## src/hdl/key_event_autorepeat_lock_toggle_unit_macros.svh

```systemverilog
// Assertion macros for the key event autorepeat unit.
// Included by the top level; expects signals named clock and reset in scope.
`ifndef KEY_EVENT_AUTOREPEAT_LOCK_TOGGLE_UNIT_MACROS_SVH
`define KEY_EVENT_AUTOREPEAT_LOCK_TOGGLE_UNIT_MACROS_SVH
`ifndef SYNTHESIS
// Check cons in the same cycle as ante
`define KEALT_ASSERT_NOW(label, ante, cons) \
   label: assert property (@(posedge clock) disable iff (reset) (ante) |-> (cons)) \
      else $error("kealt same-cycle check failed");
// Check cons in the cycle after ante
`define KEALT_ASSERT_NEXT(label, ante, cons) \
   label: assert property (@(posedge clock) disable iff (reset) (ante) |=> (cons)) \
      else $error("kealt next-cycle check failed");
`else
`define KEALT_ASSERT_NOW(label, ante, cons)
`define KEALT_ASSERT_NEXT(label, ante, cons)
`endif
`endif

```

## src/hdl/kealt_pkg.sv

```systemverilog
// Shared types and constants for the key event autorepeat unit.
// No dependencies; the top level, queue, front and back import this package.
package kealt_pkg;

   // Configuration port
   localparam int CSR_INDEX_W = 2;
   localparam int CSR_DATA_W  = 16;

   localparam logic [CSR_INDEX_W-1:0] CSR_INITIAL_DELAY = 2'd0;
   localparam logic [CSR_INDEX_W-1:0] CSR_REPEAT_PERIOD = 2'd1;
   localparam logic [CSR_INDEX_W-1:0] CSR_AUTOREPEAT_ON = 2'd2;
   localparam logic [CSR_INDEX_W-1:0] CSR_KEY_OFFSET    = 2'd3;

   localparam logic [15:0] INITIAL_DELAY_RESET = 16'd200;
   localparam logic [15:0] REPEAT_PERIOD_RESET = 16'd50;
   localparam logic [15:0] HELD_MAX            = 16'hffff;

   // Input word kinds
   localparam logic MODE_KEY  = 1'b0;
   localparam logic MODE_TICK = 1'b1;

   // Lock key kinds
   localparam logic [2:0] LOCK_NUM     = 3'd1;
   localparam logic [2:0] LOCK_SCROLL  = 3'd2;
   localparam logic [2:0] LOCK_COMPOSE = 3'd3;
   localparam logic [2:0] LOCK_CAPS    = 3'd4;

   localparam logic [3:0] LED_NUM     = 4'b0001;
   localparam logic [3:0] LED_SCROLL  = 4'b0010;
   localparam logic [3:0] LED_COMP    = 4'b0100;
   localparam logic [3:0] LED_CAPS    = 4'b1000;
   localparam logic [3:0] LED_NONE    = 4'b0000;

   // One queued job: a single key word or a repeat release/press pair
   typedef struct packed {
      logic        pair;
      logic        press;
      logic [7:0]  key;
      logic [31:0] time_ms;
      logic [3:0]  leds;
   } job_type;

   typedef struct packed {
      logic empty;
      logic full;
   } fifo_status_type;

   typedef enum logic {
      BK_FIRST,
      BK_SECOND
   } back_state_type;

endpackage

```

## src/hdl/kealt_req_if.sv

```systemverilog
// Input channel of the key event autorepeat unit: valid/ready plus item fields.
// No dependencies.
interface kealt_req_if;
   logic       valid;
   logic       ready;
   logic       mode;
   logic [7:0] raw_code;
   logic       key_down;
   logic [2:0] lock_kind;
   logic       is_modifier;
   logic       repeat_allowed;

   modport source (output valid, mode, raw_code, key_down, lock_kind, is_modifier,
                   repeat_allowed, input ready);
   modport sink (input valid, mode, raw_code, key_down, lock_kind, is_modifier,
                 repeat_allowed, output ready);
endinterface

```

## src/hdl/kealt_rsp_if.sv

```systemverilog
// Result channel of the key event autorepeat unit: valid/ready plus event fields.
// No dependencies.
interface kealt_rsp_if;
   logic        valid;
   logic        ready;
   logic        event_press;
   logic [7:0]  key_number;
   logic [31:0] time_ms;
   logic [3:0]  led_bits;
   logic        is_repeat;
   logic        last;

   modport source (output valid, event_press, key_number, time_ms, led_bits, is_repeat,
                   last, input ready);
   modport sink (input valid, event_press, key_number, time_ms, led_bits, is_repeat,
                 last, output ready);
endinterface

```

## src/hdl/key_event_autorepeat_lock_toggle_unit.sv

```systemverilog
// Key event filter with typematic autorepeat and lock-key LED toggling.
// Top level; depends on kealt_pkg, kealt_req_if, kealt_rsp_if, kealt_fifo,
// kealt_front, kealt_back and the macros header.
//
// req_ch carries key events (mode 0) and one-millisecond ticks (mode 1) under
// valid/ready. rsp_ch carries the reported events; last marks the final word
// caused by one input. A key event gives at most one word, a tick at most a
// repeat release/press pair. csr_we/csr_index/csr_wdata write the delay,
// period, enable and key offset registers; write them only while idle.
// A word reaches rsp_ch through the queue entry, then the output register.
// Throughput: one input per cycle while the queue has room; a repeat pair
// holds the output register for both of its words, so the sustained rate is
// set by the single result register in the back part.
// A stalled rsp_ch holds its word; the queue (QUEUE_DEPTH jobs) absorbs
// further items until full, then req_ch.ready drops.
// Reset (synchronous, active high) restores register defaults, clears LEDs,
// autorepeat state, the tick counter and the queue; no clearing pass.
`include "key_event_autorepeat_lock_toggle_unit_macros.svh"

module key_event_autorepeat_lock_toggle_unit #(
   parameter int QUEUE_DEPTH = 2
) (
   input  logic                              clock,
   input  logic                              reset,
   input  logic                              csr_we,
   input  logic [kealt_pkg::CSR_INDEX_W-1:0] csr_index,
   input  logic [kealt_pkg::CSR_DATA_W-1:0]  csr_wdata,
   kealt_req_if.sink                         req_ch,
   kealt_rsp_if.source                       rsp_ch
);
   import kealt_pkg::*;

   logic            q_push;
   logic            q_pop;
   job_type         q_push_job;
   job_type         q_head;
   fifo_status_type q_status;

   // Classify and time
   kealt_front u_front (
      .clock     (clock),
      .reset     (reset),
      .csr_we    (csr_we),
      .csr_index (csr_index),
      .csr_wdata (csr_wdata),
      .req       (req_ch),
      .q_status  (q_status),
      .push      (q_push),
      .push_job  (q_push_job)
   );

   // Decouple front and back
   kealt_fifo #(
      .DEPTH (QUEUE_DEPTH)
   ) u_fifo (
      .clock    (clock),
      .reset    (reset),
      .push     (q_push),
      .push_job (q_push_job),
      .pop      (q_pop),
      .head     (q_head),
      .status   (q_status)
   );

   // Emit result words
   kealt_back u_back (
      .clock    (clock),
      .reset    (reset),
      .q_status (q_status),
      .head     (q_head),
      .pop      (q_pop),
      .rsp      (rsp_ch)
   );

   // A non-final word is always the release half of a repeat pair
   `KEALT_ASSERT_NOW(a_first_half_release, rsp_ch.valid && !rsp_ch.last, !rsp_ch.event_press && rsp_ch.is_repeat)
   // The press half follows right after the release half is taken
   `KEALT_ASSERT_NEXT(a_pair_press_follows, rsp_ch.valid && rsp_ch.ready && !rsp_ch.last, rsp_ch.valid && rsp_ch.event_press && rsp_ch.is_repeat && rsp_ch.last)
   // The front never pushes into a full queue
   `KEALT_ASSERT_NOW(a_no_push_when_full, q_push, !q_status.full)

endmodule

```

## src/hdl/kealt_fifo.sv

```systemverilog
// Short job queue between the front (classify) and back (emit) parts.
// Depends on kealt_pkg.
module kealt_fifo #(
   parameter int DEPTH = 2
) (
   input  logic                        clock,
   input  logic                        reset,
   input  logic                        push,
   input  kealt_pkg::job_type          push_job,
   input  logic                        pop,
   output kealt_pkg::job_type          head,
   output kealt_pkg::fifo_status_type  status
);
   import kealt_pkg::*;

   localparam int PTR_W = (DEPTH > 1) ? $clog2(DEPTH) : 1;
   localparam int CNT_W = $clog2(DEPTH + 1);
   localparam logic [PTR_W-1:0] PTR_LAST = PTR_W'(DEPTH - 1);
   localparam logic [CNT_W-1:0] CNT_FULL = CNT_W'(DEPTH);

   job_type          mem_ff [DEPTH];
   logic [PTR_W-1:0] wr_ptr_ff, wr_ptr_in;
   logic [PTR_W-1:0] rd_ptr_ff, rd_ptr_in;
   logic [CNT_W-1:0] count_ff, count_in;

   // Advance pointers and occupancy
   always_comb begin
      wr_ptr_in = wr_ptr_ff;
      rd_ptr_in = rd_ptr_ff;
      count_in  = count_ff;
      if (push) begin
         wr_ptr_in = (wr_ptr_ff == PTR_LAST) ? '0 : wr_ptr_ff + 1'b1;
      end
      if (pop) begin
         rd_ptr_in = (rd_ptr_ff == PTR_LAST) ? '0 : rd_ptr_ff + 1'b1;
      end
      if (push && !pop) begin
         count_in = count_ff + 1'b1;
      end else if (pop && !push) begin
         count_in = count_ff - 1'b1;
      end
   end

   always_ff @(posedge clock) begin
      if (reset) begin
         wr_ptr_ff <= '0;
         rd_ptr_ff <= '0;
         count_ff  <= '0;
      end else begin
         wr_ptr_ff <= wr_ptr_in;
         rd_ptr_ff <= rd_ptr_in;
         count_ff  <= count_in;
      end
   end

   // Store pushed jobs
   always_ff @(posedge clock) begin
      if (push) begin
         mem_ff[wr_ptr_ff] <= push_job;
      end
   end

   assign head         = mem_ff[rd_ptr_ff];
   assign status.empty = (count_ff == '0);
   assign status.full  = (count_ff == CNT_FULL);

endmodule

```

## src/hdl/kealt_front.sv

```systemverilog
// Front part: configuration registers, key/tick classification, lock LEDs
// and autorepeat timing; pushes at most one job per input word. Depends on kealt_pkg.
module kealt_front (
   input  logic                                  clock,
   input  logic                                  reset,
   input  logic                                  csr_we,
   input  logic [kealt_pkg::CSR_INDEX_W-1:0]     csr_index,
   input  logic [kealt_pkg::CSR_DATA_W-1:0]      csr_wdata,
   kealt_req_if.sink                             req,
   input  kealt_pkg::fifo_status_type            q_status,
   output logic                                  push,
   output kealt_pkg::job_type                    push_job
);
   import kealt_pkg::*;

   // Configuration
   logic [15:0] init_delay_ff, init_delay_in;
   logic [15:0] period_ff, period_in;
   logic        ar_on_ff, ar_on_in;
   logic [7:0]  offset_ff, offset_in;

   // Key state
   logic [3:0]  leds_ff, leds_in;
   logic        active_ff, active_in;
   logic        first_ff, first_in;
   logic [7:0]  rkey_ff, rkey_in;
   logic        en_held_ff, en_held_in;
   logic [15:0] held_ff, held_in;
   logic [31:0] now_ff, now_in;

   logic        accept;
   logic [7:0]  key_val;
   logic [15:0] held_sat;
   logic [15:0] threshold;
   logic [3:0]  lock_bit;
   logic        lit;
   logic        cancel;

   assign req.ready = !q_status.full;
   assign accept    = req.valid && req.ready;

   assign key_val   = {1'b0, req.raw_code[6:0]} + offset_ff;
   assign held_sat  = (held_ff != HELD_MAX) ? held_ff + 16'd1 : held_ff;
   assign threshold = first_ff ? init_delay_ff : period_ff;
   assign lit       = |(leds_ff & lock_bit);
   assign cancel    = active_ff && !req.is_modifier && (req.key_down || key_val == rkey_ff);

   // Decode lock kind into its LED bit
   always_comb begin
      case (req.lock_kind)
         LOCK_NUM:     lock_bit = LED_NUM;
         LOCK_SCROLL:  lock_bit = LED_SCROLL;
         LOCK_COMPOSE: lock_bit = LED_COMP;
         LOCK_CAPS:    lock_bit = LED_CAPS;
         default:      lock_bit = LED_NONE;
      endcase
   end

   // Classify the word, update state, build the job
   always_comb begin
      init_delay_in = init_delay_ff;
      period_in     = period_ff;
      ar_on_in      = ar_on_ff;
      offset_in     = offset_ff;
      leds_in       = leds_ff;
      active_in     = active_ff;
      first_in      = first_ff;
      rkey_in       = rkey_ff;
      en_held_in    = en_held_ff;
      held_in       = held_ff;
      now_in        = now_ff;
      push          = 1'b0;
      push_job.pair  = 1'b0;
      push_job.press = req.key_down;
      push_job.key   = key_val;

      if (csr_we) begin
         case (csr_index)
            CSR_INITIAL_DELAY: init_delay_in = csr_wdata;
            CSR_REPEAT_PERIOD: period_in     = csr_wdata;
            CSR_AUTOREPEAT_ON: ar_on_in      = csr_wdata[0];
            CSR_KEY_OFFSET:    offset_in     = csr_wdata[7:0];
            default: ;
         endcase
      end

      if (accept) begin
         if (req.mode == MODE_TICK) begin
            now_in = now_ff + 32'd1;
            if (!ar_on_ff) begin
               active_in = 1'b0;
            end else if (active_ff) begin
               held_in = held_sat;
               if (held_sat >= threshold) begin
                  if (!en_held_ff) begin
                     active_in = 1'b0;
                  end else begin
                     // fire a repeat pair
                     first_in       = 1'b0;
                     held_in        = '0;
                     push           = 1'b1;
                     push_job.pair  = 1'b1;
                     push_job.press = 1'b1;
                     push_job.key   = rkey_ff;
                  end
               end
            end
         end else begin
            if (cancel) begin
               active_in = 1'b0;
            end
            if (lock_bit != LED_NONE) begin
               // drop lock releases; a press toggles the LED
               if (req.key_down) begin
                  leds_in        = leds_ff ^ lock_bit;
                  push           = 1'b1;
                  push_job.press = !lit;
               end
            end else begin
               if (req.key_down && !req.is_modifier) begin
                  rkey_in    = key_val;
                  first_in   = 1'b1;
                  active_in  = 1'b1;
                  en_held_in = req.repeat_allowed;
                  held_in    = '0;
               end
               push = 1'b1;
            end
         end
      end

      push_job.time_ms = now_in;
      push_job.leds    = leds_in;
   end

   always_ff @(posedge clock) begin
      if (reset) begin
         init_delay_ff <= INITIAL_DELAY_RESET;
         period_ff     <= REPEAT_PERIOD_RESET;
         ar_on_ff      <= 1'b1;
         offset_ff     <= '0;
         leds_ff       <= '0;
         active_ff     <= 1'b0;
         first_ff      <= 1'b0;
         rkey_ff       <= '0;
         en_held_ff    <= 1'b0;
         held_ff       <= '0;
         now_ff        <= '0;
      end else begin
         init_delay_ff <= init_delay_in;
         period_ff     <= period_in;
         ar_on_ff      <= ar_on_in;
         offset_ff     <= offset_in;
         leds_ff       <= leds_in;
         active_ff     <= active_in;
         first_ff      <= first_in;
         rkey_ff       <= rkey_in;
         en_held_ff    <= en_held_in;
         held_ff       <= held_in;
         now_ff        <= now_in;
      end
   end

endmodule

```

## src/hdl/kealt_back.sv

```systemverilog
// Back part: drains the job queue into the registered result channel,
// splitting a repeat job into a release word then a press word. Depends on kealt_pkg.
module kealt_back (
   input  logic                        clock,
   input  logic                        reset,
   input  kealt_pkg::fifo_status_type  q_status,
   input  kealt_pkg::job_type          head,
   output logic                        pop,
   kealt_rsp_if.source                 rsp
);
   import kealt_pkg::*;

   back_state_type state_ff, state_in;
   logic           valid_ff, valid_in;
   logic           press_ff, press_in;
   logic [7:0]     key_ff;
   logic [31:0]    time_ff;
   logic [3:0]     leds_ff;
   logic           rep_ff, rep_in;
   logic           last_ff, last_in;
   logic           load;

   assign load = !valid_ff || rsp.ready;

   // Next state and output word
   always_comb begin
      state_in = state_ff;
      valid_in = valid_ff;
      press_in = press_ff;
      rep_in   = rep_ff;
      last_in  = last_ff;
      pop      = 1'b0;
      if (load) begin
         valid_in = !q_status.empty;
         if (!q_status.empty) begin
            if (head.pair) begin
               rep_in = 1'b1;
               case (state_ff)
                  BK_FIRST: begin
                     press_in = 1'b0;
                     last_in  = 1'b0;
                     state_in = BK_SECOND;
                  end
                  BK_SECOND: begin
                     press_in = 1'b1;
                     last_in  = 1'b1;
                     pop      = 1'b1;
                     state_in = BK_FIRST;
                  end
                  default: begin
                     state_in = BK_FIRST;
                  end
               endcase
            end else begin
               rep_in   = 1'b0;
               press_in = head.press;
               last_in  = 1'b1;
               pop      = 1'b1;
            end
         end
      end
   end

   always_ff @(posedge clock) begin
      if (reset) begin
         state_ff <= BK_FIRST;
         valid_ff <= 1'b0;
      end else begin
         state_ff <= state_in;
         valid_ff <= valid_in;
      end
   end

   // Hold the word while the receiver stalls
   always_ff @(posedge clock) begin
      if (load) begin
         press_ff <= press_in;
         key_ff   <= head.key;
         time_ff  <= head.time_ms;
         leds_ff  <= head.leds;
         rep_ff   <= rep_in;
         last_ff  <= last_in;
      end
   end

   assign rsp.valid       = valid_ff;
   assign rsp.event_press = press_ff;
   assign rsp.key_number  = key_ff;
   assign rsp.time_ms     = time_ff;
   assign rsp.led_bits    = leds_ff;
   assign rsp.is_repeat   = rep_ff;
   assign rsp.last        = last_ff;

endmodule
```

## src/flat_wrapper.sv

```systemverilog
// flat-port wrapper written by rule: the top's interface ports become plain ports
module key_event_autorepeat_lock_toggle_unit_flat import kealt_pkg::*;
#(
   parameter int QUEUE_DEPTH = 2
)
  (clock, reset, csr_we, csr_index, csr_wdata, req_ch_valid, req_ch_mode, req_ch_raw_code, req_ch_key_down, req_ch_lock_kind, req_ch_is_modifier, req_ch_repeat_allowed, req_ch_ready, rsp_ch_valid, rsp_ch_event_press, rsp_ch_key_number, rsp_ch_time_ms, rsp_ch_led_bits, rsp_ch_is_repeat, rsp_ch_last, rsp_ch_ready);
  kealt_req_if req_ch_i ();
  kealt_rsp_if rsp_ch_i ();
  input  logic clock;
  input  logic reset;
  input  logic csr_we;
  input  logic [kealt_pkg::CSR_INDEX_W-1:0] csr_index;
  input  logic [kealt_pkg::CSR_DATA_W-1:0] csr_wdata;
  input wire logic [$bits(req_ch_i.valid)-1:0] req_ch_valid;
  input wire logic [$bits(req_ch_i.mode)-1:0] req_ch_mode;
  input wire logic [$bits(req_ch_i.raw_code)-1:0] req_ch_raw_code;
  input wire logic [$bits(req_ch_i.key_down)-1:0] req_ch_key_down;
  input wire logic [$bits(req_ch_i.lock_kind)-1:0] req_ch_lock_kind;
  input wire logic [$bits(req_ch_i.is_modifier)-1:0] req_ch_is_modifier;
  input wire logic [$bits(req_ch_i.repeat_allowed)-1:0] req_ch_repeat_allowed;
  output wire logic [$bits(req_ch_i.ready)-1:0] req_ch_ready;
  output wire logic [$bits(rsp_ch_i.valid)-1:0] rsp_ch_valid;
  output wire logic [$bits(rsp_ch_i.event_press)-1:0] rsp_ch_event_press;
  output wire logic [$bits(rsp_ch_i.key_number)-1:0] rsp_ch_key_number;
  output wire logic [$bits(rsp_ch_i.time_ms)-1:0] rsp_ch_time_ms;
  output wire logic [$bits(rsp_ch_i.led_bits)-1:0] rsp_ch_led_bits;
  output wire logic [$bits(rsp_ch_i.is_repeat)-1:0] rsp_ch_is_repeat;
  output wire logic [$bits(rsp_ch_i.last)-1:0] rsp_ch_last;
  input wire logic [$bits(rsp_ch_i.ready)-1:0] rsp_ch_ready;
  assign req_ch_i.valid = req_ch_valid;
  assign req_ch_i.mode = req_ch_mode;
  assign req_ch_i.raw_code = req_ch_raw_code;
  assign req_ch_i.key_down = req_ch_key_down;
  assign req_ch_i.lock_kind = req_ch_lock_kind;
  assign req_ch_i.is_modifier = req_ch_is_modifier;
  assign req_ch_i.repeat_allowed = req_ch_repeat_allowed;
  assign req_ch_ready = req_ch_i.ready;
  assign rsp_ch_valid = rsp_ch_i.valid;
  assign rsp_ch_event_press = rsp_ch_i.event_press;
  assign rsp_ch_key_number = rsp_ch_i.key_number;
  assign rsp_ch_time_ms = rsp_ch_i.time_ms;
  assign rsp_ch_led_bits = rsp_ch_i.led_bits;
  assign rsp_ch_is_repeat = rsp_ch_i.is_repeat;
  assign rsp_ch_last = rsp_ch_i.last;
  assign rsp_ch_i.ready = rsp_ch_ready;
  key_event_autorepeat_lock_toggle_unit #(.QUEUE_DEPTH(QUEUE_DEPTH)) u_core (.clock(clock), .reset(reset), .csr_we(csr_we), .csr_index(csr_index), .csr_wdata(csr_wdata), .req_ch(req_ch_i), .rsp_ch(rsp_ch_i));
endmodule
```

## config.mk

```make
export PLATFORM = sky130hd
export DESIGN_NAME = key_event_autorepeat_lock_toggle_unit_flat
export DESIGN_NICKNAME = d
export VERILOG_FILES = /design/src/hdl/kealt_pkg.sv /design/src/hdl/kealt_req_if.sv /design/src/hdl/kealt_rsp_if.sv /design/src/hdl/key_event_autorepeat_lock_toggle_unit.sv /design/src/hdl/kealt_fifo.sv /design/src/hdl/kealt_front.sv /design/src/hdl/kealt_back.sv /design/src/flat_wrapper.sv
export VERILOG_INCLUDE_DIRS = /design/src /design/src/hdl
export SDC_FILE = /design/constraint.sdc
export NUM_CORES = 1
export LEC_CHECK = 0
export ABC_AREA = 1
export BUFFER_PORTS_ARGS = -buffer_cell sky130_fd_sc_hd__buf_2
export CAP_MARGIN = 20
export CORE_MARGIN = 4
export CORE_UTILIZATION = 39
export DETAILED_ROUTE_END_ITERATION = 6
export GPL_ROUTABILITY_DRIVEN = 0
export HOLD_SLACK_MARGIN = 0.12
export SLEW_MARGIN = 40
export SYNTH_ARGS = -nofsm -noshare
export SYNTH_HDL_FRONTEND = slang
export SYNTH_SLANG_ARGS = --single-unit
```

## constraint.sdc

```tcl
create_clock -name clock -period 5.7 [get_ports clock]
set_input_delay 0.285 -clock clock [delete_from_list [all_inputs] [get_ports clock]]
set_output_delay 0.285 -clock clock [all_outputs]
set_load 0.02 [all_outputs]
```

Word-level counts from Yosys, hierarchy flattened
Memory sizes are Yosys's and may differ from the RTL's. A register that Yosys moved wholly into a read port is not among the register bits. Cells that the tools add are included.

RAM bits: 92. Memories kept: 1. Bits in latches: 0. Bits in read-only memories: 0. Register bits: 157.

Memory list: u_core.u_fifo.mem_ff (words 2, bits a word 46, read ports 1, clocked after Yosys merged registers in 1, wr ports 1, line kealt_fifo.sv:21) `job_type mem_ff [DEPTH];`.

Shift operators: 0. Muxes and demuxes: 64. Order comparisons: 1. Add/subtract/negate cells: 7. Reductions and logical operators: 30. $mul: 0. Bitwise operators: 6. Div/mod/pow operators: 0. Equality and inequality tests: 15.

Operators with widths (count): two-way mux 16 bit (9); two-way mux 32 bit (2); two-way mux 10 bit (5); two-way mux 1 bit (38); adder 32 x 1 -> 32 bit (second input constant) (1); adder 16 x 1 -> 16 bit (second input constant) (1); greater-or-equal comparator 16 bit (1); two-way mux 4 bit (4); != test 16 bit (second input constant) (1); one-hot mux 4 bit (4 select lines) (1); AND reduction 2 bit (5); adder 7 x 8 -> 8 bit (1); equality test 8 bit (1); two-way mux 8 bit (1); != test 2 x 1 -> 1 bit (second input constant) (4); zero test 1 bit (7); AND reduction 7 bit (1); equality test 2 bit (second input constant) (3); equality test 3 x 2 -> 1 bit (second input constant) (2); logical AND 1 bit (6); AND reduction 5 bit (1); bitwise AND 4 bit (1); zero test 2 bit (2); two-way mux 2 bit (2); other kinds (16) (23).

Longest topological paths before layout
Gate-level depths: netlist of the first run.

Depth after elaboration: 12. Gate-level depth with buffers: 23.

Hierarchy
A second synthesis of the first run with hierarchy kept.

Cells, all modules: 1133. Area total of the unflattened synthesis: 11348.4 um^2.

By module, submodules not included: kealt_front (instances 1, area an instance 6069.6 um^2, cells an instance 891); kealt_fifo (instances 1, area an instance 3748.6 um^2, cells an instance 176); kealt_back (instances 1, area an instance 1530.2 um^2, cells an instance 66).

Worst setup path before layout of the first run
OpenSTA, ideal clock, no wires.

Path kind: register to register. Start point: register u_core.u_front.held_ff[0]. End point: memory u_core.u_fifo.mem_ff[1][0] in the netlist's numbering (enable). Arrival: 4216 ps. Slack: 1033 ps. Cell stages (with the launch flop): 17. Period minus slack after synthesis: 4667 ps. Setup time: 451 ps. Cells stage by stage: dfxtp_1 -> ha_1 -> nand2_1 -> nor3b_2 -> nand2_1 -> nor3_2 -> xnor2_1 -> nand2_2 -> ha_1 -> nand2_1 -> inv_1 -> nand3_1 -> nor2_1 -> nand3_1 -> nand4_1 -> nand4_1 -> nor2_1.

Word-level cells in the longest chain between the ends: 10. Elaborated cells between the ends (all ways): 11. Those cells by class: add/sub (1); order compare (1); eq/ne (1); mux (8).

Ends and longest elaborated chain: start: declaration (line kealt_front.sv:28) `logic [15:0] held_ff, held_in;`; start signal: assignment (line kealt_front.sv:159) `held_ff <= held_in;`; adder 16 x 1 -> 16 bit / != test 16 bit (equally long branches) (line kealt_front.sv:43) `assign held_sat = (held_ff != HELD_MAX) ? held_ff + 16'd1 : held_ff;`; two-way mux 16 bit (*) (line kealt_front.sv:43); greater-or-equal comparator 16 bit (*) (line kealt_front.sv:94) `if (held_sat >= threshold) begin`; two-way mux 1 bit (*) (line kealt_front.sv:94); two-way mux 1 bit (*) (line kealt_front.sv:92) `end else if (active_ff) begin`; two-way mux 1 bit (*) (line kealt_front.sv:90) `if (!ar_on_ff) begin`; two-way mux 1 bit (*) (line kealt_front.sv:88) `if (req.mode == MODE_TICK) begin`; two-way mux 1 bit (*) (line kealt_front.sv:87) `if (accept) begin`; two-way mux 1 bit (*) (line kealt_fifo.sv:58) `if (push) begin`; two-way mux 1 bit (implied by the code) (*) (line kealt_fifo.sv:59) `mem_ff[wr_ptr_ff] <= push_job;`; end: declaration (line kealt_fifo.sv:21).

Mark *: on every way between the ends. The rest lies on a longest branch, timed or not.

Worst setup path in the final report of the first run
Same ends and word-level chain as after synthesis.

==> results by group, run 1 <==
STA
  – Slew @ Worst Pin: 0.826 ns
  – Hold Violations, Final: 0
  – Worst clock skew: roughly 0.008 ns
  – Min cycle time layout: 4.17 ns
  – Final slew viol count: 0
  – Tcrit/Tclk final: 0.732
  – Relative slew slack: 0.448
  – Final setup TNS: 0 ns
  – RSZ-0062 raised after global routing: false
  – Setup Viol. Count Final: 0
  – Peak Freq: 240 MHz

GRT
  – GRT Total Usage: 0.146
  – Global route overflow: 0
  – Global-route wire length before repair: 37900 um
  – Vias in the first global route: roughly 7700
  – Antenna violations before repair: 1
  – Largest net degree at the start of global routing: between 50 and 60

Job
  – Maxcap violations: 0

Synth
  – Mapped cell area: 11200 sq um
  – Synth Instances: 1223
  – Sequential fraction of the synthesis area: 0.570
  – #FFs+latches synth: 250
  – Cell accounting for the most synthesized area: edfxtp_1
  – Syn Area/Cell: between 9 and 10 sq um
  – Synth area leaders: edfxtp_1 (37%), dfxtp_1 (20%), nand2_1 (11%)
  – Post-synth EDFFs: 139
  – Top-area cell type share of the netlist area: 0.372
  – Async set-reset flop share out of synthesis: 0
  – Synth cell types: 49
  – Primary FF master, synth: edfxtp_1
  – Syn Nets: ~1300
  – YS warnings: 0

Power
  – Net Sw Power: ~1.4 mW
  – Maximum vdd drop: between 0.00015 and 0.0002 V
  – Seq pwr share: 0.461
  – Clock Power Share: 0.354
  – Internal Power: ~3.5 mW
  – Leak: about 5.4 nW
  – Total power draw: between 4 and 5 mW
  – Sw frac: 0.287
  – Power Density: around 370 nW/um^2
  – Combinational share of power: 0.186

Clocking
  – CTS max path bufs: 3
  – CTS sink cnt: 250
  – Clock transition at the registers of the reported paths: 0.06 ns
  – Cts repair resizes: 0
  – Clk root buf: clkbuf_16
  – CTS tree: done
  – Clk Latency, worst-skew pair: 0.54 ns
  – CTS Buf Count: 27
  – H-tree lvl count: 1

Final layout
  – Layout area overhead: 16.9%
  – Seq. cell area: 6400 sq um
  – Ant diodes: 0
  – Multi-input gate area: around 4200 sq um
  – Nets@finish: roughly 1400
  – Fill count: 2754
  – Layout cell share with drive strength beyond 1: 0.141

Die
  – Core ar.: 28100 sq um
  – Chip height: 178 um
  – Std cell rows: about 60
  – Starting density of the core: 0.399
  – Die Area: around 32000 sq um
  – IO Pins: a little under 90
  – Die width: about 180 um

Worst hold path
  – Hold/Removal Path Class: in2reg
  – Hold Path Origin: req_ch_key_down
  – Hold Path Sink: u_core.u_front.active_ff
  – Hold path depth: 4

Worst setup path
  – Setup crit start: u_core.u_front.held_ff[0]
  – Critical setup path kind: reg2reg
  – Critical path data required time: 5.89 ns
  – Worst setup EP type: flop
  – CP arrival: about 4.4 ns
  – Startpoint types: flop
  – RR Endpoint: u_core.u_fifo.mem_ff[1][0]
  – CP max FO: 27
  – Reg2Reg Setup Slack: ~1.5 ns
  – Worst r2r src: u_core.u_front.held_ff[0]
  – Worst Reg-to-Reg Cells: 17

Route
  – Final wirelength: about 22000 um
  – Post-route DRC: 0
  – Antenna Violating Nets Remaining: 0
  – Via count: between 8000 and 9000
  – DR iter-0 viols: about 420
  – Wire per inst: roughly 13 um
  – Number of vias per cell: about 4.6
  – 1st-pass router iterations: 4

Place
  – Port buffer count: 85
  – Final HPWL DP: roughly 15000 um

Status
  – Status: finished clean
## metal layers
metal	track usage	wire length, um
met1	0.195	10300
met2	0.245	10500
met3	0.0285	1150
met4	0.0338	464
met5	0	15
## power groups by stage
stage          clock network (mW)  logic (mW)  registers, mW
2_1_floorplan                   0       0.386           2.49
3_3_place_gp                    0       0.901           2.28
3_5_place_dp                    0       0.912           2.28
4_1_cts                      1.77       0.924           2.24
5_1_grt                      1.86        1.02           2.26
6_report                     1.72       0.902           2.24
## placed cells by master, fill, tap and decap left out, drive strengths merged, types with 2 or more instances in the layout
| cell | Yosys | routed |
|---|---|---|
| nand2 | 346 | 346 |
| edfxtp | 139 | 139 |
| inv | 137 | 138 |
| nor2 | 136 | 136 |
| dfxtp | 111 | 111 |
| buf | 12 | 92 |
| a21oi | 66 | 66 |
| o21ai | 65 | 65 |
| clkbuf | 22 | 40 |
| nand3 | 37 | 37 |
| ha | 30 | 30 |
| xor2 | 25 | 25 |
| dlygate4sd3 | 0 | 20 |
| nor3 | 19 | 19 |
| nand4 | 17 | 17 |
| mux2i | 15 | 15 |
| or2 | 9 | 9 |
| xnor2 | 8 | 8 |
| a211oi | 6 | 6 |
| nor4 | 6 | 6 |
| clkinv | 2 | 6 |
| nand3b | 4 | 4 |
| bufinv | 0 | 3 |
| a31oi | 2 | 2 |
| and2 | 2 | 2 |
| or3 | 2 | 2 |
## cell families after synthesis
| family | synth area share |
|---|---|
| AOI/OAI and AO/OA | 0.0674 |
| buffers and inverters | 0.0599 |
| DFF | 0.570 |
| xor gates and xnor gates | 0.0264 |
| muxes | 0.0134 |
| and+or+nand+nor | 0.227 |
| adders and majority gates | 0.0352 |
## worst max-delay path: stages (launching register included)
cell and delay (ns):
dfxtp_1 0.40, ha_1 0.24, nand2_1 0.08, nor3b_2 0.28
nand2_1 0.14, nor3_2 0.15, xnor2_1 0.15, nand2_2 0.07
ha_1 0.28, nand2_1 0.06, inv_1 0.06, nand3_1 0.09
nor2_1 0.20, nand3_1 0.12, nand4_1 0.16, nand4_1 0.27
nor2_4 0.56, buf_4 0.47
## what timing repair did
| action | 4_1_cts | 5_1_grt |
|---|---|---|
| buffers inserted | 0 | 0 |
| endpoints found under the hold margin | 42 | 0 |
| hold buffers | 20 | 0 |
## synth_stat cells, types with 6 or more instances
master,number
clkbuf_1,22
mux2i_1,15
edfxtp_1,139
dfxtp_1,111
nand4_1,15
o21ai_0,64
nor2_4,6
nor3_1,15
nor2_2,6
xnor2_1,8
or2_2,9
a211oi_1,6
nand3_1,35
ha_1,30
a21oi_1,63
nor2_1,124
inv_1,133
xor2_1,24
nand2_1,330
nand2_2,15
## through the flow
| step | cells | cell area [sq um] | hold slack, ns | setup slack (ns) | utilization |
|---|---|---|---|---|---|
| after floorplan | 1223 | 11200 | 0.398 | 1.03 | - |
| after global placement | 1659 | 12000 | 0.436 | 1.52 | 0.428 |
| after detailed placement | 1659 | 12000 | 0.446 | 1.45 | 0.429 |
| after CTS | 1728 | 13100 | 0.125 | 1.44 | 0.467 |
| after global routing | 1728 | 13100 | 0.168 | 1.19 | 0.467 |
| final | 1728 | 13100 | 0.156 | 1.53 | 0.467 |
## state kept, by name, summed over array words and instances, names as in the netlist, 2 cells and up, named ones only
signal	flops
u_core.u_back.rsp.led_bits	4
u_core.u_front.period_ff	16
u_core.u_front.rkey_ff	8
u_core.u_fifo.count_ff	2
u_core.u_front.init_delay_ff	16
u_core.u_fifo.mem_ff	92
u_core.u_back.rsp.key_number	8
u_core.u_front.leds_ff	4
u_core.u_back.rsp.time_ms	32
u_core.u_front.held_ff	16
u_core.u_front.now_ff	32
u_core.u_front.offset_ff	8
## cell type report
class                      instances  share of cell area
sequential                       250               0.488
multi-input combinational        800               0.318
clock buffer                      40              0.0560
timing repair buffer             112              0.0517
inverter                         139              0.0403
tap                              378              0.0361
clock inverter                     9              0.0102
## how the worst max path moves through the flow
| stage | end |
|---|---|
| floorplan | u_core.u_fifo.mem_ff[1][0] |
| global placement | u_core.u_fifo.mem_ff[1][10] |
| detailed placement | u_core.u_fifo.mem_ff[1][11] |
| CTS | u_core.u_fifo.mem_ff[1][18] |
| global route | u_core.u_fifo.mem_ff[1][18] |
| finish | u_core.u_fifo.mem_ff[1][0] |
Power figures use the tool's default switching activity.
==> inputs of run 2 (changes only) <==
clock period = 3.9 ns   (was 5.7 ns; I/O delays follow)
==> run 2 against run 1 <==
Net effect: hold slack better by 0.013 ns; highest routed layer unchanged; first-iteration DRC count up 3.4%; critical path depth up 1; clock skew up 0.0069 ns; non-clock buffer count up 7; fmax up 18%; critical endpoint is now u_core.u_fifo.mem_ff[0][21]; utilization up 0.57 points; combinational power up 49%; setup slack worse by 1.1 ns.
==> results by group, run 2 (synthesis gave the netlist of run 1 again) <==
Route
  – Highest metal used: met5
  – Post-route DRC: 0 (unchanged)
  – Antenna Violating Nets Remaining: 0 (unchanged)
  – Wire per inst: 12.8 um (-1.2%)
  – Via count: 8001 (-0.14%)
  – Post-Route M1 WL: 10600 um (+2.5%)
  – DR iter-0 viols: 429 (+3.4%)
  – Final wirelength: 22300 um (-0.66%)
  – Number of vias per cell: 4.61 (-0.65%)
  – DR WL met2: 10300 um (-1.6%)
  – 1st-pass router iterations: 5 (+1)
  – Met3 WL post-DR: 909 um (-21%)

Final layout
  – Layout cell share with drive strength beyond 1: 0.153 (+0.0124)
  – Number of flip-flops in the largest register: 92 (unchanged)
  – Reg with most FFs: u_core.u_fifo.mem_ff
  – Most frequent cells in the layout: nand2_1 (330), edfxtp_1 (139), inv_1 (132)
  – Non-Filler Instances: 1737 (+0.52%)
  – Seq. cell area: 6400 sq um (unchanged)
  – Most common cell after layout, fill and taps aside: nand2_1
  – Fill count: 2698 (-2.0%)
  – Layout area overhead: 18.3%
  – Multi-input gate area: 4170 sq um (about the same)
  – Nets@finish: 1406 (+0.50%)

Power
  – Maximum vdd drop: 0.000315 V (+62%)
  – Power Density: 544 nW/um^2 (+47%)
  – Total power draw: 7.22 mW (+49%)
  – Leak: 5.53 nW (+1.6%)

GRT
  – Global route overflow: 0 (unchanged)
  – Global-route wire length before repair: 37800 um (-0.33%)
  – Vias in the first global route: 7761 (+0.41%)
  – Largest net degree at the start of global routing: 57 (-1.7%)
  – Antenna violations before repair: 2 (+1)
  – GRT Total Usage: 0.145 (-0.000480)

Clocking
  – CTS Buf Count: 27 (unchanged)
  – CTS max path bufs: 3 (unchanged)
  – CTS tree: done
  – Clk Latency, worst-skew pair: 0.55 ns (about the same)
  – H-tree lvl count: 1 (unchanged)
  – CTS sink cnt: 250 (unchanged)
  – Clock transition at the registers of the reported paths: 0.06 ns (about the same)
  – Clk root buf: clkbuf_16

Place
  – Worst Setup Slack post-DPL: 0.231 ns (-1.22 ns)
  – Port buffer count: 85 (unchanged)
  – Final HPWL DP: 15000 um (-0.61%)
  – Placed Cells: 1663 (+0.24%)

Worst setup path
  – Worst setup EP type: flop
  – Max incr delay on CP: 0.40 ns (-0.16 ns)
  – CP arrival: 3.75 ns (-0.61 ns)
  – Slowest-stage cell, CP: dfxtp_1
  – CP top delay family: simple AND/OR/NAND/NOR gates
  – Worst path most repeated cell: nand2_1
  – Critical setup path kind: reg2reg
  – Startpoint types: flop
  – CP max FO: 38 (+41%)
  – Crit-path cells: ha_1 > nand2_1 > nor3b_2 > nand2_1 > nor3_2 > xnor2_1 > nand2_2 > ha_1 > nand2_1 > inv_1 > nand3_1 > nor2_1 > nand3_1 > nand4_1 > nand4_1 > buf_4 > nor2_4 > buf_12
  – Buf/Inv on CP: 3 (+1)
  – Critical path data required time: 4.13 ns (-1.76 ns)

STA
  – Final slew viol count: 0 (unchanged)
  – Hold_ws: 0.170 ns (+0.0132 ns)
  – Worst clock skew: 0.0150 ns (+0.00694 ns)
  – RSZ-0062 raised after global routing: false
  – Relative slew slack: 0.551 (+0.102)
  – Peak Freq: 284 MHz (+18%)
  – Min cycle time layout: 3.52 ns (-0.651 ns)
  – Tcrit/Tclk final: 0.903 (+0.171)
  – Setup Viol. Count Final: 0 (unchanged)
  – Worst setup margin: 0.379 ns (-1.15 ns)
  – Slew @ Worst Pin: 0.674 ns (-0.153 ns)
  – Hold Violations, Final: 0 (unchanged)

Die
  – Chip height: 178 um (unchanged)
  – Core ar.: 28100 sq um (unchanged)
  – IO Pins: 87 (unchanged)
  – Starting density of the core: 0.399 (unchanged)
  – Std cell rows: 61 (unchanged)
  – Die Area: 31500 sq um (unchanged)
  – Die width: 178 um (unchanged)

Job
  – Maxcap violations: 0 (unchanged)

Status
  – Status: finished clean

Worst hold path
  – Hold/Removal Path Class: in2reg
[run 2: power by group]
part	switching (mW)	total [mW]	internal (mW)
sequential	0.0837	3.26	3.18
clock	1.05	2.63	1.57
combinational	0.946	1.34	0.389
total	2.08	7.22	5.14
[run 2: final cells by class]
type                    count  share of cell area
diodes                      1            0.000189
clock buffers              35              0.0594
clock inverters            15              0.0120
inverters                 139              0.0396
multi-input cells         800               0.314
flip-flops and latches    250               0.482
well taps                 378              0.0356
repair buffers            119              0.0573
[run 2: per-layer routing]
layer / up-vias / track usage
li1: 4233 / -
met1: 3597 / 0.199
met4: 2 / 0.0383
met2: 127 / 0.242
met5: - / 0
met3: 42 / 0.0213
[run 2: path summary, 6_finish.rpt]
| check | start | end | slack [ns] | cells after the start |
|---|---|---|---|---|
| max | u_core.u_front.held_ff[0] | u_core.u_fifo.mem_ff[0][21] | 0.38 | 18 |
| min | req_ch_raw_code[0] | u_core.u_front.rkey_ff[0] | 0.17 | 4 |
| max reg2reg | u_core.u_front.held_ff[0] | u_core.u_fifo.mem_ff[0][21] | 0.38 | 18 |
| min reg2reg | u_core.u_front.offset_ff[0] | u_core.u_front.offset_ff[0] | 0.45 | 2 |
[run 2: what timing repair did]
action,in CTS,in global routing
hold endpoints to repair,43,0
buffers inserted,0,1
resized for setup,0,0
endpoints found under the setup margin,0,1
hold buffers,22,0
[run 2: per-stage QoR]
step	cell area, sq um	util	TNS [ns]
after floorplan	11200	-	-1.45
after global placement	12100	0.430	0
after detailed placement	12100	0.431	0
final	13300	0.473	0
after global routing	13300	0.473	0
after CTS	13300	0.472	0
[run 2: worst min-delay path, stage by stage]
cell,delay [ns]
buf_2,0.09
ha_1,0.20
o21ai_0,0.10
nor2_1,0.09
==> inputs of run 3 (changes only) <==
CELL_PAD_IN_SITES_DETAIL_PLACEMENT = 0   (was default)
CELL_PAD_IN_SITES_GLOBAL_PLACEMENT = 2   (was default)
CTS_BUF_LIST = sky130_fd_sc_hd__clkbuf_8   (was default)
PLACE_DENSITY_LB_ADDON = 0.1   (was default)
==> run 3 against run 2 <==
Net effect: count of clock-buffer cells in the layout rose by 19; register-to-register slack about the same; flip-flop and latch count unchanged; clock skew grew 0.0025 ns; first-iteration DRC count fell by 21%; cell count grew 1.6%; sequential power is essentially flat; sequential share of layout area rose by 0.082 points; non-clock buffer count rose by 1; global-route usage up 1.2 points; die area unchanged; setup slack improved by 0.014 ns; largest cell class unchanged.
==> results by group, run 3 (synthesis gave the netlist of run 1 again) <==
Worst setup path
  – CP top delay family: simple AND/OR/NAND/NOR gates
  – CP arrival: 3.72 ns (-0.03 ns)
  – Worst Reg-to-Reg Cells: 18 (unchanged)
  – Max incr delay on CP: 0.41 ns (about the same)
  – Slowest-stage cell, CP: dfxtp_1
  – Crit-path cells: ha_1 > nand2_1 > nor3b_4 > nand2_1 > nor3_2 > xnor2_1 > nand2_2 > ha_1 > nand2_1 > inv_1 > nand3_1 > nor2_1 > nand3_1 > nand4_1 > nand4_1 > buf_4 > nor2_4 > buf_12
  – Crit. path cell count: 18 (unchanged)
  – Buf/Inv on CP: 3 (unchanged)
  – Critical path data required time: 4.12 ns (about the same)
  – Critical setup path kind: reg2reg
  – Worst path most repeated cell: nand2_1
  – CP max FO: 46 (+21%)
  – Worst setup EP type: flop
  – Startpoint types: flop

STA
  – Tcrit/Tclk final: 0.899 (-0.00364)
  – Relative slew slack: 0.499 (-0.0516)
  – Peak Freq: 285 MHz (+0.40%)
  – RSZ-0062 raised after global routing: false
  – Final slew viol count: 0 (unchanged)
  – Setup Viol. Count Final: 0 (unchanged)
  – Final setup TNS: 0 ns (unchanged)
  – Slew @ Worst Pin: 0.751 ns (+0.0774 ns)
  – Hold_ws: 0.155 ns (-0.0151 ns)
  – Worst setup margin: 0.394 ns (+0.0142 ns)
  – Min cycle time layout: 3.51 ns (-0.0142 ns)
  – Hold Violations, Final: 0 (unchanged)
  – Worst clock skew: 0.0174 ns (+0.00246 ns)

GRT
  – GRT Total Usage: 0.157 (+0.0115)
  – Largest net degree at the start of global routing: 57 (unchanged)
  – Global route overflow: 0 (unchanged)
  – Global-route wire length before repair: 40000 um (+5.8%)
  – Vias in the first global route: 7935 (+2.2%)
  – Antenna violations before repair: 1 (-1)

Die
  – Core ar.: 28100 sq um (unchanged)
  – Die Area: 31500 sq um (unchanged)
  – Starting density of the core: 0.399 (unchanged)
  – IO Pins: 87 (unchanged)
  – Chip height: 178 um (unchanged)
  – Std cell rows: 61 (unchanged)
  – Die width: 178 um (unchanged)

Power
  – Net Sw Power: 2.08 mW (-0.20%)
  – Power Density: 531 nW/um^2 (-2.4%)
  – Combinational share of power: 0.190 (+0.005)
  – Sw frac: 0.296 (+0.00710)
  – Internal Power: 4.95 mW (-3.6%)
  – Seq pwr share: 0.464 (+0.013)
  – Maximum vdd drop: 0.000221 V (-30%)
  – Leak: 5.59 nW (+1.2%)
  – Clock Power Share: 0.346 (-0.018)

Clocking
  – CTS tree: done
  – Clk Latency, worst-skew pair: 0.54 ns (about the same)
  – CTS sink cnt: 250 (unchanged)
  – H-tree lvl count: 2 (+1)
  – Postcts setup bufs: 0 (unchanged)
  – Clock transition at the registers of the reported paths: 0.06 ns (about the same)
  – Clk root buf: clkbuf_8
  – CTS Buf Count: 43 (+59%)
  – CTS max path bufs: 3 (unchanged)

Job
  – Maxcap violations: 0 (unchanged)

Final layout
  – Most common cell after layout, fill and taps aside: nand2_1
  – Nets@finish: 1423 (+1.2%)
  – Ant diodes: 0 (-1)
  – Number of flip-flops in the largest register: 92 (unchanged)
  – Layout area overhead: 18.1%
  – Layout cell share with drive strength beyond 1: 0.163 (+0.00989)
  – Most frequent cells in the layout: nand2_1 (330), inv_1 (141), edfxtp_1 (139)
  – Reg with most FFs: u_core.u_fifo.mem_ff

Route
  – DR iter-0 viols: 339 (-21%)
  – Post-route DRC: 0 (unchanged)
  – Number of vias per cell: 4.52 (-1.9%)
  – Via count: 7970 (-0.39%)
  – 1st-pass router iterations: 4 (-1)
  – Antenna Violating Nets Remaining: 0 (unchanged)
  – Wire per inst: 13.4 um (+4.7%)
  – Final wirelength: 23700 um (+6.3%)

Place
  – Final HPWL DP: 16300 um (+8.6%)
  – Port buffer count: 85 (unchanged)
  – Worst Setup Slack post-DPL: 0.280 ns (+0.0494 ns)

Worst hold path
  – Hold path depth: 4 (unchanged)
  – Hold/Removal Path Class: in2reg

Status
  – Status: finished clean
==> run 3: changes by cell type in the layout (fill, tap and decap cells not counted), sizes merged <==
cell	previous run	this run
clkbuf	35	54
buf	97	98
clkinvlp	3	1
diode	1	0
inv	138	148
==> run 3: routing by layer <==
metal | routed length, um | track usage | up-vias
met2 | 11600 | 0.277 | 120
li1 | - | - | 4260
met5 | 20 | 0 | -
met4 | 561 | 0.0474 | 2
met3 | 924 | 0.0320 | 46
met1 | 10600 | 0.193 | 3542
==> run 3: final cells by class <==
class	count	area (sq um)
flip-flops and latches	250	6400
inverters	139	523
clock inverters	23	160
multi-input cells	800	4180
clock buffers	54	743
fillers	2802	14800
repair buffers	120	781
well taps	378	473
==> run 3: through the flow <==
| step | instance area, sq um | util | power (mW) | instances |
|---|---|---|---|---|
| after floorplan | 11200 | - | 4.21 | 1223 |
| after global placement | 12100 | 0.431 | 4.66 | 1665 |
| after detailed placement | 12100 | 0.432 | 4.68 | 1665 |
| after CTS | 13200 | 0.472 | 7.16 | 1764 |
| after global routing | 13300 | 0.472 | 7.47 | 1764 |
| final | 13300 | 0.472 | 7.03 | 1764 |
==> run 3: tightest hold or removal path, cell delays in order <==
cell and delay [ns]:
buf_2 0.09, ha_1 0.20, o21ai_0 0.10, nor2_1 0.08
==> run 3: power groups by stage <==
stage	Clock, mW	Combinational, mW	Sequential [mW]
after detailed placement	0	1.35	3.33
after floorplan	0	0.565	3.64
after CTS	2.52	1.37	3.27
after global routing	2.66	1.52	3.29
after global placement	0	1.34	3.32
final	2.43	1.34	3.26
==> run 3: worst paths after layout <==
path                                             startpoint                           to  slack, ns
worst max-delay path              u_core.u_front.held_ff[0]  u_core.u_fifo.mem_ff[0][11]       0.39
worst min-delay path                     req_ch_raw_code[0]    u_core.u_front.rkey_ff[0]       0.15
worst max register to register    u_core.u_front.held_ff[0]  u_core.u_fifo.mem_ff[0][11]       0.39
worst min register to register  u_core.u_front.offset_ff[3]  u_core.u_front.offset_ff[3]       0.45
==> run 3: timing repair <==
| action | 4_1_cts | 5_1_grt |
|---|---|---|
| endpoints found under the setup margin | 0 | 1 |
| hold endpoints to repair | 43 | 0 |
| hold buffers | 22 | 0 |
| gates resized for setup | 0 | 1 |
